<file path="config.mk">
export PLATFORM = sky130hd
export DESIGN_NAME = nv12_color_bar_generator_top
export DESIGN_NICKNAME = d
export VERILOG_FILES = /design/src/hw/rtl/ncbg_pkg.sv /design/src/hw/rtl/ncbg_cfg.sv /design/src/hw/rtl/ncbg_core.sv /design/src/hw/rtl/nv12_color_bar_generator_top.sv
export SDC_FILE = /design/constraint.sdc
export NUM_CORES = 1
export LEC_CHECK = 0
export BUFFER_PORTS_ARGS = -buffer_cell sky130_fd_sc_hd__buf_2
export CAP_MARGIN = 10
export CORE_MARGIN = 4
export CORE_UTILIZATION = 50
export CTS_CLUSTER_SIZE = 12
export DETAILED_ROUTE_END_ITERATION = 8
export PLACE_DENSITY_LB_ADDON = 0.2
export REMOVE_ABC_BUFFERS = 1
export SETUP_SLACK_MARGIN = 0.5
export SKIP_CTS_REPAIR_TIMING = 1
export SLEW_MARGIN = 20
export SYNTH_ARGS = -nofsm -noshare
export SYNTH_HDL_FRONTEND = slang
export SYNTH_SLANG_ARGS = --single-unit
</file>
<file path="constraint.sdc">
create_clock -name clk -period 14.7 [get_ports clk]
set_clock_uncertainty 0.05 [all_clocks]
set_input_delay 0.735 -clock clk [delete_from_list [all_inputs] [get_ports clk]]
set_output_delay 0.735 -clock clk [all_outputs]
set_load 0.005 [all_outputs]
</file>
<file path="src/hw/rtl/ncbg_pkg.sv">
// Shared types, constants and register indexes of the NV12 color bar generator.
package ncbg_pkg;

  localparam int DEF_BAR_WIDTH   = 96;
  localparam int DEF_BAND_HEIGHT = 135;
  localparam int DEF_MAX_WIDTH   = 4096;

  localparam int CFG_DATA_W = 24;
  localparam int CFG_ADDR_W = 3;
  localparam int GEOM_W     = 13;
  localparam int LINE_W     = 12;
  localparam int SHIFT_W    = 3;
  localparam int PIX_W      = 8;
  localparam int NUM_COLORS = 6;
  localparam int NUM_SHIFTS = 8;

  localparam logic [GEOM_W-1:0] MAX_HEIGHT = 13'd4096;

  localparam logic [CFG_ADDR_W-1:0] REG_FRAME_WIDTH  = 3'd0;
  localparam logic [CFG_ADDR_W-1:0] REG_FRAME_HEIGHT = 3'd1;
  localparam logic [CFG_ADDR_W-1:0] REG_COLOR_ZERO   = 3'd2;
  localparam logic [CFG_ADDR_W-1:0] REG_COLOR_ONE    = 3'd3;
  localparam logic [CFG_ADDR_W-1:0] REG_COLOR_TWO    = 3'd4;
  localparam logic [CFG_ADDR_W-1:0] REG_COLOR_THREE  = 3'd5;
  localparam logic [CFG_ADDR_W-1:0] REG_COLOR_FOUR   = 3'd6;
  localparam logic [CFG_ADDR_W-1:0] REG_COLOR_FIVE   = 3'd7;

  localparam logic [GEOM_W-1:0] RST_FRAME_WIDTH  = 13'd1920;
  localparam logic [GEOM_W-1:0] RST_FRAME_HEIGHT = 13'd1080;
  localparam logic [NUM_COLORS-1:0][CFG_DATA_W-1:0] RST_PALETTE = {
    24'd11692404, 24'd13069717, 24'd8435247,
    24'd12095862, 24'd5009271,  24'd11700137
  };

  typedef struct packed {
    logic [GEOM_W-1:0]                          width;
    logic [GEOM_W-1:0]                          height;
    logic [NUM_COLORS-1:0][CFG_DATA_W-1:0]      palette;
  } geom_t;

  typedef struct packed {
    logic [SHIFT_W-1:0] frame_index;
    logic               restart;
  } item_t;

  typedef struct packed {
    logic [PIX_W-1:0] pixel_byte;
    logic             chroma_plane;
    logic             end_of_frame;
  } result_t;

endpackage

</file>
<file path="src/hw/rtl/ncbg_cfg.sv">
// Configuration registers and effective frame geometry of the color bar generator.
module ncbg_cfg #(
  parameter int MAX_WIDTH = ncbg_pkg::DEF_MAX_WIDTH
) (
  input  logic                                clk,
  input  logic                                rst,
  input  logic                                cfg_we,
  input  logic [ncbg_pkg::CFG_ADDR_W-1:0]     cfg_addr,
  input  logic [ncbg_pkg::CFG_DATA_W-1:0]     cfg_wdata,
  output ncbg_pkg::geom_t                     geom,
  output logic                                width_wr
);

  localparam logic [ncbg_pkg::GEOM_W-1:0] W_CAP =
    ncbg_pkg::GEOM_W'(MAX_WIDTH) & ~ncbg_pkg::GEOM_W'(1);

  logic [ncbg_pkg::GEOM_W-1:0] frame_width;
  logic [ncbg_pkg::GEOM_W-1:0] frame_height;
  logic [ncbg_pkg::NUM_COLORS-1:0][ncbg_pkg::CFG_DATA_W-1:0] palette;
  logic [ncbg_pkg::GEOM_W-1:0] w_even;
  logic [ncbg_pkg::GEOM_W-1:0] h_even;

  always_ff @(posedge clk) begin
    if (rst) begin
      frame_width  <= ncbg_pkg::RST_FRAME_WIDTH;
      frame_height <= ncbg_pkg::RST_FRAME_HEIGHT;
      palette      <= ncbg_pkg::RST_PALETTE;
    end else if (cfg_we) begin
      case (cfg_addr)
        ncbg_pkg::REG_FRAME_WIDTH:  frame_width  <= cfg_wdata[ncbg_pkg::GEOM_W-1:0];
        ncbg_pkg::REG_FRAME_HEIGHT: frame_height <= cfg_wdata[ncbg_pkg::GEOM_W-1:0];
        ncbg_pkg::REG_COLOR_ZERO:   palette[0]   <= cfg_wdata;
        ncbg_pkg::REG_COLOR_ONE:    palette[1]   <= cfg_wdata;
        ncbg_pkg::REG_COLOR_TWO:    palette[2]   <= cfg_wdata;
        ncbg_pkg::REG_COLOR_THREE:  palette[3]   <= cfg_wdata;
        ncbg_pkg::REG_COLOR_FOUR:   palette[4]   <= cfg_wdata;
        ncbg_pkg::REG_COLOR_FIVE:   palette[5]   <= cfg_wdata;
        default: ;
      endcase
    end
  end

  assign width_wr = cfg_we && (cfg_addr == ncbg_pkg::REG_FRAME_WIDTH);
  assign w_even   = {frame_width[ncbg_pkg::GEOM_W-1:1], 1'b0};
  assign h_even   = {frame_height[ncbg_pkg::GEOM_W-1:1], 1'b0};

  always_comb begin
    geom.palette = palette;
    if (w_even < ncbg_pkg::GEOM_W'(2)) begin
      geom.width = ncbg_pkg::GEOM_W'(2);
    end else if (w_even > W_CAP) begin
      geom.width = W_CAP;
    end else begin
      geom.width = w_even;
    end
    if (h_even < ncbg_pkg::GEOM_W'(2)) begin
      geom.height = ncbg_pkg::GEOM_W'(2);
    end else if (h_even > ncbg_pkg::MAX_HEIGHT) begin
      geom.height = ncbg_pkg::MAX_HEIGHT;
    end else begin
      geom.height = h_even;
    end
  end

endmodule

</file>
<file path="src/hw/rtl/ncbg_core.sv">
// Frame counters, bar and band trackers, start table sequencer and byte selection.
module ncbg_core #(
  parameter int BAR_WIDTH   = ncbg_pkg::DEF_BAR_WIDTH,
  parameter int BAND_HEIGHT = ncbg_pkg::DEF_BAND_HEIGHT,
  parameter int MAX_WIDTH   = ncbg_pkg::DEF_MAX_WIDTH
) (
  input  logic              clk,
  input  logic              rst,
  input  ncbg_pkg::geom_t   geom,
  input  logic              width_wr,
  input  logic              fire,
  input  ncbg_pkg::item_t   item,
  output ncbg_pkg::result_t result,
  output logic              busy
);

  localparam int CW  = $clog2(MAX_WIDTH);
  localparam int BOW = $clog2(BAR_WIDTH);
  localparam int BNW = $clog2(BAND_HEIGHT + 1);
  localparam int LW  = ncbg_pkg::LINE_W;
  localparam int GW  = ncbg_pkg::GEOM_W;
  localparam int SW  = ncbg_pkg::SHIFT_W;

  typedef struct packed {
    logic [CW-1:0]  col;
    logic [BOW-1:0] bar_off;
    logic [2:0]     bar_phase;
  } col_trk_t;

  typedef struct packed {
    logic [BNW-1:0] off;
    logic           odd;
  } band_t;

  typedef struct packed {
    col_trk_t c;
    band_t    b;
  } pos_t;

  typedef enum logic [2:0] {S_IDLE, S_TBL, S_LOAD, S_ROWS, S_COLS} seq_state_t;

  function automatic band_t band_step(band_t b);
    band_t r;
    r = b;
    if (b.off == BNW'(BAND_HEIGHT - 1)) begin
      r.off = '0;
      r.odd = ~b.odd;
    end else begin
      r.off = b.off + BNW'(1);
    end
    return r;
  endfunction

  function automatic pos_t pos_step(pos_t p, logic [GW-1:0] w);
    pos_t r;
    r = p;
    if (GW'(p.c.col) + GW'(1) >= w) begin
      r.c = '0;
      r.b = band_step(p.b);
    end else begin
      r.c.col = p.c.col + CW'(1);
      if (p.c.bar_off == BOW'(BAR_WIDTH - 1)) begin
        r.c.bar_off   = '0;
        r.c.bar_phase = (p.c.bar_phase == 3'd5) ? 3'd0 : p.c.bar_phase + 3'd1;
      end else begin
        r.c.bar_off = p.c.bar_off + BOW'(1);
      end
    end
    return r;
  endfunction

  seq_state_t     seq_state;
  pos_t           wp;
  logic [BOW-1:0] sub;
  logic [SW-1:0]  slot;
  logic [LW-1:0]  cnt;

  pos_t tbl_pos [ncbg_pkg::NUM_SHIFTS];

  logic          frame_active, frame_active_next;
  logic          in_chroma, in_chroma_next;
  logic [CW-1:0] out_column, out_column_next;
  logic [LW-1:0] out_line, out_line_next;
  logic [SW-1:0] latched_shift, latched_shift_next;
  logic          v_byte_next, v_byte_next_next;
  pos_t          cur, cur_next;
  band_t         row_band, row_band_next;
  pos_t          frm, frm_next;

  logic          start;
  pos_t          sp, p;
  band_t         rb, rb2;
  logic          chroma, vn;
  logic [CW-1:0] oc;
  logic [LW-1:0] ol;
  logic [3:0]    idx_sum;
  logic [2:0]    idx;
  logic [ncbg_pkg::CFG_DATA_W-1:0] entry;
  logic [GW-1:0] oc_inc, ol_inc;
  logic          row_end;

  always_comb begin
    start   = item.restart | ~frame_active;
    sp      = start ? tbl_pos[item.frame_index] : frm;
    p       = start ? sp : cur;
    rb      = start ? sp.b : row_band;
    chroma  = ~start & in_chroma;
    vn      = ~start & v_byte_next;
    oc      = start ? '0 : out_column;
    ol      = start ? '0 : out_line;
    idx_sum = {1'b0, p.c.bar_phase} + (p.b.odd ? 4'd3 : 4'd0);
    idx     = (idx_sum >= 4'd6) ? 3'(idx_sum - 4'd6) : idx_sum[2:0];
    entry   = geom.palette[idx];
    oc_inc  = GW'(oc) + GW'(1);
    ol_inc  = GW'(ol) + GW'(1);
    row_end = oc_inc >= geom.width;
    rb2     = band_step(band_step(rb));

    frame_active_next  = 1'b1;
    in_chroma_next     = chroma;
    out_column_next    = oc;
    out_line_next      = ol;
    latched_shift_next = start ? item.frame_index : latched_shift;
    v_byte_next_next   = vn;
    cur_next           = p;
    row_band_next      = rb;
    frm_next           = sp;
    result.chroma_plane = chroma;
    result.end_of_frame = 1'b0;
    result.pixel_byte   = entry[23:16];

    if (!chroma) begin
      if (row_end) begin
        out_column_next = '0;
        if (ol_inc >= geom.height) begin
          out_line_next    = '0;
          in_chroma_next   = 1'b1;
          v_byte_next_next = 1'b0;
          row_band_next    = sp.b;
          cur_next         = sp;
        end else begin
          out_line_next = ol_inc[LW-1:0];
          row_band_next = band_step(rb);
          cur_next      = {sp.c, band_step(rb)};
        end
      end else begin
        out_column_next = oc_inc[CW-1:0];
        cur_next        = pos_step(p, geom.width);
      end
    end else begin
      result.pixel_byte = vn ? entry[7:0] : entry[15:8];
      v_byte_next_next  = oc_inc[0];
      if (row_end) begin
        out_column_next  = '0;
        v_byte_next_next = 1'b0;
        if (ol_inc >= (geom.height >> 1)) begin
          result.end_of_frame = 1'b1;
          frame_active_next   = 1'b0;
          in_chroma_next      = 1'b0;
          out_line_next       = '0;
        end else begin
          out_line_next = ol_inc[LW-1:0];
          row_band_next = rb2;
          cur_next      = {sp.c, rb2};
        end
      end else begin
        out_column_next = oc_inc[CW-1:0];
        if (oc[0]) begin
          cur_next = pos_step(pos_step(p, geom.width), geom.width);
        end
      end
    end
  end

  assign busy = (seq_state != S_IDLE);

  always_ff @(posedge clk) begin
    if (rst) begin
      seq_state     <= S_TBL;
      wp            <= '0;
      sub           <= '0;
      slot          <= '0;
      cnt           <= '0;
      frame_active  <= 1'b0;
      in_chroma     <= 1'b0;
      out_column    <= '0;
      out_line      <= '0;
      latched_shift <= '0;
      v_byte_next   <= 1'b0;
    end else begin
      if (fire) begin
        frame_active  <= frame_active_next;
        in_chroma     <= in_chroma_next;
        out_column    <= out_column_next;
        out_line      <= out_line_next;
        latched_shift <= latched_shift_next;
        v_byte_next   <= v_byte_next_next;
        cur           <= cur_next;
        row_band      <= row_band_next;
        frm           <= frm_next;
      end
      case (seq_state)
        S_IDLE: ;
        S_TBL: begin
          if (sub == '0) begin
            tbl_pos[slot] <= wp;
            if (slot == latched_shift) begin
              frm <= wp;
            end
          end
          if (sub == '0 && slot == SW'(ncbg_pkg::NUM_SHIFTS - 1)) begin
            seq_state <= frame_active ? S_LOAD : S_IDLE;
          end else begin
            wp <= pos_step(wp, geom.width);
            if (sub == BOW'(BAR_WIDTH - 1)) begin
              sub  <= '0;
              slot <= slot + SW'(1);
            end else begin
              sub <= sub + BOW'(1);
            end
          end
        end
        S_LOAD: begin
          wp        <= frm;
          cnt       <= in_chroma ? {out_line[LW-2:0], 1'b0} : out_line;
          seq_state <= S_ROWS;
        end
        S_ROWS: begin
          if (cnt == '0) begin
            row_band  <= wp.b;
            cnt       <= in_chroma ? LW'({out_column[CW-1:1], 1'b0}) : LW'(out_column);
            seq_state <= S_COLS;
          end else begin
            wp.b <= band_step(wp.b);
            cnt  <= cnt - LW'(1);
          end
        end
        S_COLS: begin
          if (cnt == '0) begin
            cur       <= wp;
            seq_state <= S_IDLE;
          end else begin
            wp  <= pos_step(wp, geom.width);
            cnt <= cnt - LW'(1);
          end
        end
        default: seq_state <= S_IDLE;
      endcase
      if (width_wr) begin
        seq_state <= S_TBL;
        wp        <= '0;
        sub       <= '0;
        slot      <= '0;
      end
    end
  end

  a_no_item_while_busy: assert property (@(posedge clk) disable iff (rst)
    fire |-> (seq_state == S_IDLE))
    else $error("item processed while trackers are rebuilt");

  a_width_write_stalls: assert property (@(posedge clk) disable iff (rst)
    width_wr |=> busy)
    else $error("width write did not start a tracker rebuild");

  a_eof_closes_frame: assert property (@(posedge clk) disable iff (rst)
    (fire && result.end_of_frame) |=> !frame_active)
    else $error("frame still active after its last byte");

  a_v_only_in_chroma: assert property (@(posedge clk) disable iff (rst)
    v_byte_next |-> in_chroma)
    else $error("V byte pending outside the chroma plane");

  a_phase_in_range: assert property (@(posedge clk) disable iff (rst)
    (frame_active && !busy) |-> (cur.c.bar_phase <= 3'd5))
    else $error("bar phase out of range");

endmodule

</file>
<file path="src/hw/rtl/nv12_color_bar_generator_top.sv">
// Top level of the NV12 color bar generator: stream handshake, item and result registers.
// Each accepted item yields one byte; the item is held in the item register until the result register takes its result.
// Throughput is one item per cycle, limited by backpressure on the result side and by start table rebuilds.
// After reset, and after every write of the frame width, the start table is rebuilt with
// s_axis_tready low; within a frame the trackers are then replayed line by line and then
// byte by byte to the current position. Reset clears the frame counters and flags.
module nv12_color_bar_generator_top #(
  parameter int BAR_WIDTH   = ncbg_pkg::DEF_BAR_WIDTH,
  parameter int BAND_HEIGHT = ncbg_pkg::DEF_BAND_HEIGHT,
  parameter int MAX_WIDTH   = ncbg_pkg::DEF_MAX_WIDTH
) (
  input  logic                            clk,
  input  logic                            rst,
  input  logic                            cfg_we,
  input  logic [ncbg_pkg::CFG_ADDR_W-1:0] cfg_addr,
  input  logic [ncbg_pkg::CFG_DATA_W-1:0] cfg_wdata,
  input  logic                            s_axis_tvalid,
  output logic                            s_axis_tready,
  input  logic [7:0]                      s_axis_tdata,  // frame_index[2:0], restart[3]
  output logic                            m_axis_tvalid,
  input  logic                            m_axis_tready,
  output logic [7:0]                      m_axis_tdata,  // pixel_byte[7:0]
  output logic                            m_axis_tuser,  // chroma_plane
  output logic                            m_axis_tlast
);

  ncbg_pkg::geom_t   geom;
  ncbg_pkg::item_t   in_item;
  ncbg_pkg::result_t core_result;
  ncbg_pkg::result_t out_result;
  logic              width_wr;
  logic              busy;
  logic              in_valid;
  logic              adv;
  logic              fire;

  ncbg_cfg #(
    .MAX_WIDTH (MAX_WIDTH)
  ) u_cfg (
    .clk       (clk),
    .rst       (rst),
    .cfg_we    (cfg_we),
    .cfg_addr  (cfg_addr),
    .cfg_wdata (cfg_wdata),
    .geom      (geom),
    .width_wr  (width_wr)
  );

  ncbg_core #(
    .BAR_WIDTH   (BAR_WIDTH),
    .BAND_HEIGHT (BAND_HEIGHT),
    .MAX_WIDTH   (MAX_WIDTH)
  ) u_core (
    .clk      (clk),
    .rst      (rst),
    .geom     (geom),
    .width_wr (width_wr),
    .fire     (fire),
    .item     (in_item),
    .result   (core_result),
    .busy     (busy)
  );

  assign adv           = ~m_axis_tvalid | m_axis_tready;
  assign fire          = in_valid & adv;
  assign s_axis_tready = ~rst & ~busy & (~in_valid | adv);

  always_ff @(posedge clk) begin
    if (rst) begin
      in_valid      <= 1'b0;
      m_axis_tvalid <= 1'b0;
    end else begin
      if (s_axis_tvalid && s_axis_tready) begin
        in_valid <= 1'b1;
        in_item  <= {s_axis_tdata[2:0], s_axis_tdata[3]};
      end else if (fire) begin
        in_valid <= 1'b0;
      end
      if (fire) begin
        m_axis_tvalid <= 1'b1;
        out_result    <= core_result;
      end else if (m_axis_tready) begin
        m_axis_tvalid <= 1'b0;
      end
    end
  end

  assign m_axis_tdata = out_result.pixel_byte;
  assign m_axis_tuser = out_result.chroma_plane;
  assign m_axis_tlast = out_result.end_of_frame;

endmodule

</file>
==> flow_metrics.py <==
metrics = {
    "grt": {
        "overflow": 0,
        "grt.total_usage": 0.273,
        "grt_pass1_vias": 25100,
        "grt_max_degree": 78,
        "antenna_found_initial": 1,
        "grt_first_pass_wirelength_mm": 145,
    },
    "routing": {
        "routed_wl_mm": 93.8,
        "ant_nets": 0,
        "first_pass_iters": 6,
        "wl_per_cell_um": 22.9,
        "first_iter_violations": 2559,
        "route.detailed.drc": 0,
        "via_per_inst": 6.25,
        "vias": 25600,
    },
    "placement": {
        "gp_congestion": 0.948,
        "hpwlAfterDp_mm": 60.6,
        "dp_slack_ns": 4.69,
        "port_buffers": 47,
    },
    "power": {
        "switching_share": 0.227,
        "finalPower_w": 0.00352,
        "p_per_area_nw_per_um2": 102,
        "ir_worst_vdd_mv": 0.0894,
        "pwr-share-seq": 0.514,
        "pwr-share-comb": 0.049,
        "clockPowerShare": 0.437,
        "p_sw_w": 0.000802,
        "power.internal_w": 0.00272,
        "p_leak_nw": 12.5,
    },
    "setup_path": {
        "critical_path.startpoint_type": "flop",
        "crit_type": "flop to flop",
        "cp-end-kind": "flop",
        "cp_data_required_time_ns": 15.12,
        "critPathMaxStageDelay_ns": 0.73,
        "crit_arrival_ns": 10.45,
        "cp_slowest_cell": "dfxtp_2",
        "crit_fanout": 28,
    },
    "finish": {
        "final_common_cell": "nand2_1",
        "final_cell_mix": "nand2_1 (561), edfxtp_1 (333), a21oi_1 (285)",
        "nNetsFinal": 3342,
        "n_antenna_cell": 0,
        "area_growth_pct": 9.32,
        "drive_above_1_share": 0.108,
    },
    "floorplanning": {
        "die_y_um": 259,
        "start_util": 0.508,
        "die_area_um2": 67100,
        "die_width_um": 259,
        "coreArea_um2": 62100,
        "rows": 91,
        "io_pins": 52,
    },
    "timing": {
        "relSlewSlack": 0.205,
        "rsz0062_at_grt": "no",
        "setup_viol": 0,
        "min_period_ns": 10.03,
        "maxSlewViolCount": 0,
        "timing.final.crit_share": 0.682,
        "setup_ws_ns": 4.67,
        "finalSetupTns_ns": 0,
        "worst_pin_slew_ns": 1.19,
        "max_freq_mhz": 99.7,
        "finalHoldViolations": 0,
    },
    "logic_synthesis": {
        "syn_inst": 3238,
        "synth_edf_count": 333,
        "synth_area_um2": 31500,
        "syn_avg_cell_area_um2": 9.73,
        "ys_seq_area_frac": 0.482,
        "async_reset_ff_frac": 0,
        "synth_ff_type": "edfxtp_1",
        "synth.distinct_cells": 104,
        "yosysWarnings": 0,
        "ys_ff_latch": 592,
    },
    "clock_network": {
        "cts_max_level": 2,
        "clk_latency_ns": 0.65,
        "cts_buffers": 61,
        "cts.reportedPaths.clkPinSlew_ns": 0.06,
        "root_buffer": "clkbuf_16",
        "cts.sinks": 592,
        "cts_tree": "yes",
        "cts_buffer_depth": 3,
    },
    "hold_path": {
        "hold_path_class": "input pin to flop",
    },
    "job": {
        "drv_cap": 0,
    },
    "run_status": {
        "run_status": "finished, final reports clean",
    },
}
sequential cells by signal (all words and copies together), names as in the netlist, 31 cells and up, named ones only:
register,cells
u_core.tbl_pos,248
u_cfg.geom,144
u_core.cur,31
u_core.frm,31
u_core.wp,31
Yosys cell counts (10+ instances only):
cell      number  area share
nand2b_1      16      0.0032
o211ai_1      19      0.0045
o21a_1        16      0.0038
and3_1        31      0.0062
clkbuf_2      10      0.0016
mux4_2        65       0.046
a21oi_1      286       0.045
nor4_1        22      0.0044
nand2_1      563       0.067
a32oi_1       10      0.0028
inv_1         45      0.0054
a221oi_1      29      0.0081
nor3_1        76       0.012
o21ai_1       15      0.0024
o22ai_1       14      0.0028
a31oi_1       19      0.0038
ha_1          99       0.039
and2_1        19      0.0038
nand4_1       27      0.0054
buf_1         11      0.0013
a211oi_1      44       0.010
a22oi_1       41      0.0098
o31ai_1       13      0.0031
clkbuf_1     154       0.018
xor2_1        39       0.011
xnor2_1       53       0.015
dfxtp_1      259        0.16
buf_2         15      0.0024
or3_1         15      0.0030
mux2i_1       74       0.024
nor2_1       260       0.031
a21o_1        21      0.0050
mux2_2        14      0.0050
or2_2         16      0.0032
o21ai_0      150       0.024
edfxtp_1     333        0.32
nor2b_1       29      0.0058
o221ai_1      11      0.0031
nand3_1      166       0.026
area by class of cell:
type                       instances  area (µm²)
timing repair buffer             108         696
tap                              837        1050
fill                            5433       27600
clock inverter                    15         210
sequential                       592       15200
multi-input combinational       2390       15300
inverter                          49         189
clock buffer                     100        1780
power by group through the flow:
stage,Combinational [W],Sequential [W],Clock (W)
finish,0.000173,0.00181,0.00154
global placement,0.000166,0.00184,0
CTS,0.000172,0.00181,0.00157
detailed placement,0.000171,0.00185,0
global route,0.000190,0.00181,0.00164
floorplan,0.000105,0.00184,0
path summary, 6_finish.rpt:
kind	depth (start not counted)	slack, ns	from	endpoint
min	1	0.24	s_axis_tdata[3]	in_item[0]$_DFFE_PP_
min reg2reg	2	0.40	u_cfg.geom[45]$_SDFFE_PP0P_	u_cfg.geom[45]$_SDFFE_PP0P_
max	31	4.67	flop	u_core.cur[18]$_DFFE_PN_
max reg2reg	31	4.67	flop	u_core.cur[18]$_DFFE_PN_
cells by family (layout without fill, tap and decap cells):
| kind of cell | count (synthesis) | after routing | synth area share |
|---|---|---|---|
| adders and majority gates | 100 | 100 | 0.0399 |
| buffers and inverters | 256 | 272 | 0.0359 |
| xor gates and xnor gates | 93 | 93 | 0.0261 |
| muxes | 167 | 167 | 0.0849 |
| DFF | 592 | 592 | 0.482 |
| and+or+nand+nor | 1279 | 1279 | 0.183 |
| AOI/OAI and AO/OA | 751 | 751 | 0.148 |
metrics by stage:
step	cell area [µm²]	hold WS, ns	std cells	utilization
6_report	34400	0.238	4091	0.555
5_1_grt	34400	0.214	4091	0.555
4_1_cts	34400	0.209	4091	0.555
3_5_place_dp	32400	0.397	3976	0.523
3_3_place_gp	32400	0.388	3976	0.523
2_1_floorplan	30600	0.377	3031	-
per-layer routing:
| layer | vias up | GRT usage | routed length [µm] |
|---|---|---|---|
| met4 | 0 | 0.102 | 3510 |
| met2 | 978 | 0.452 | 44200 |
| met3 | 219 | 0.0449 | 6400 |
| met1 | 12500 | 0.365 | 39600 |
| met5 | - | 0 | 0 |
| li1 | 11800 | - | - |
critical path: cells and delay by family (launching register included):
family / cells / cell delay, ns
AND/OR/NAND/NOR: 15 / 4.74
AO/OA/AOI/OAI: 8 / 2.08
adder cells (fa/ha/maj): 3 / 0.90
flip-flops: 1 / 0.73
buffers and inverters: 2 / 0.56
multiplexers: 2 / 0.42
XOR/XNOR: 1 / 0.35
(Power assumes the default switching activity.)
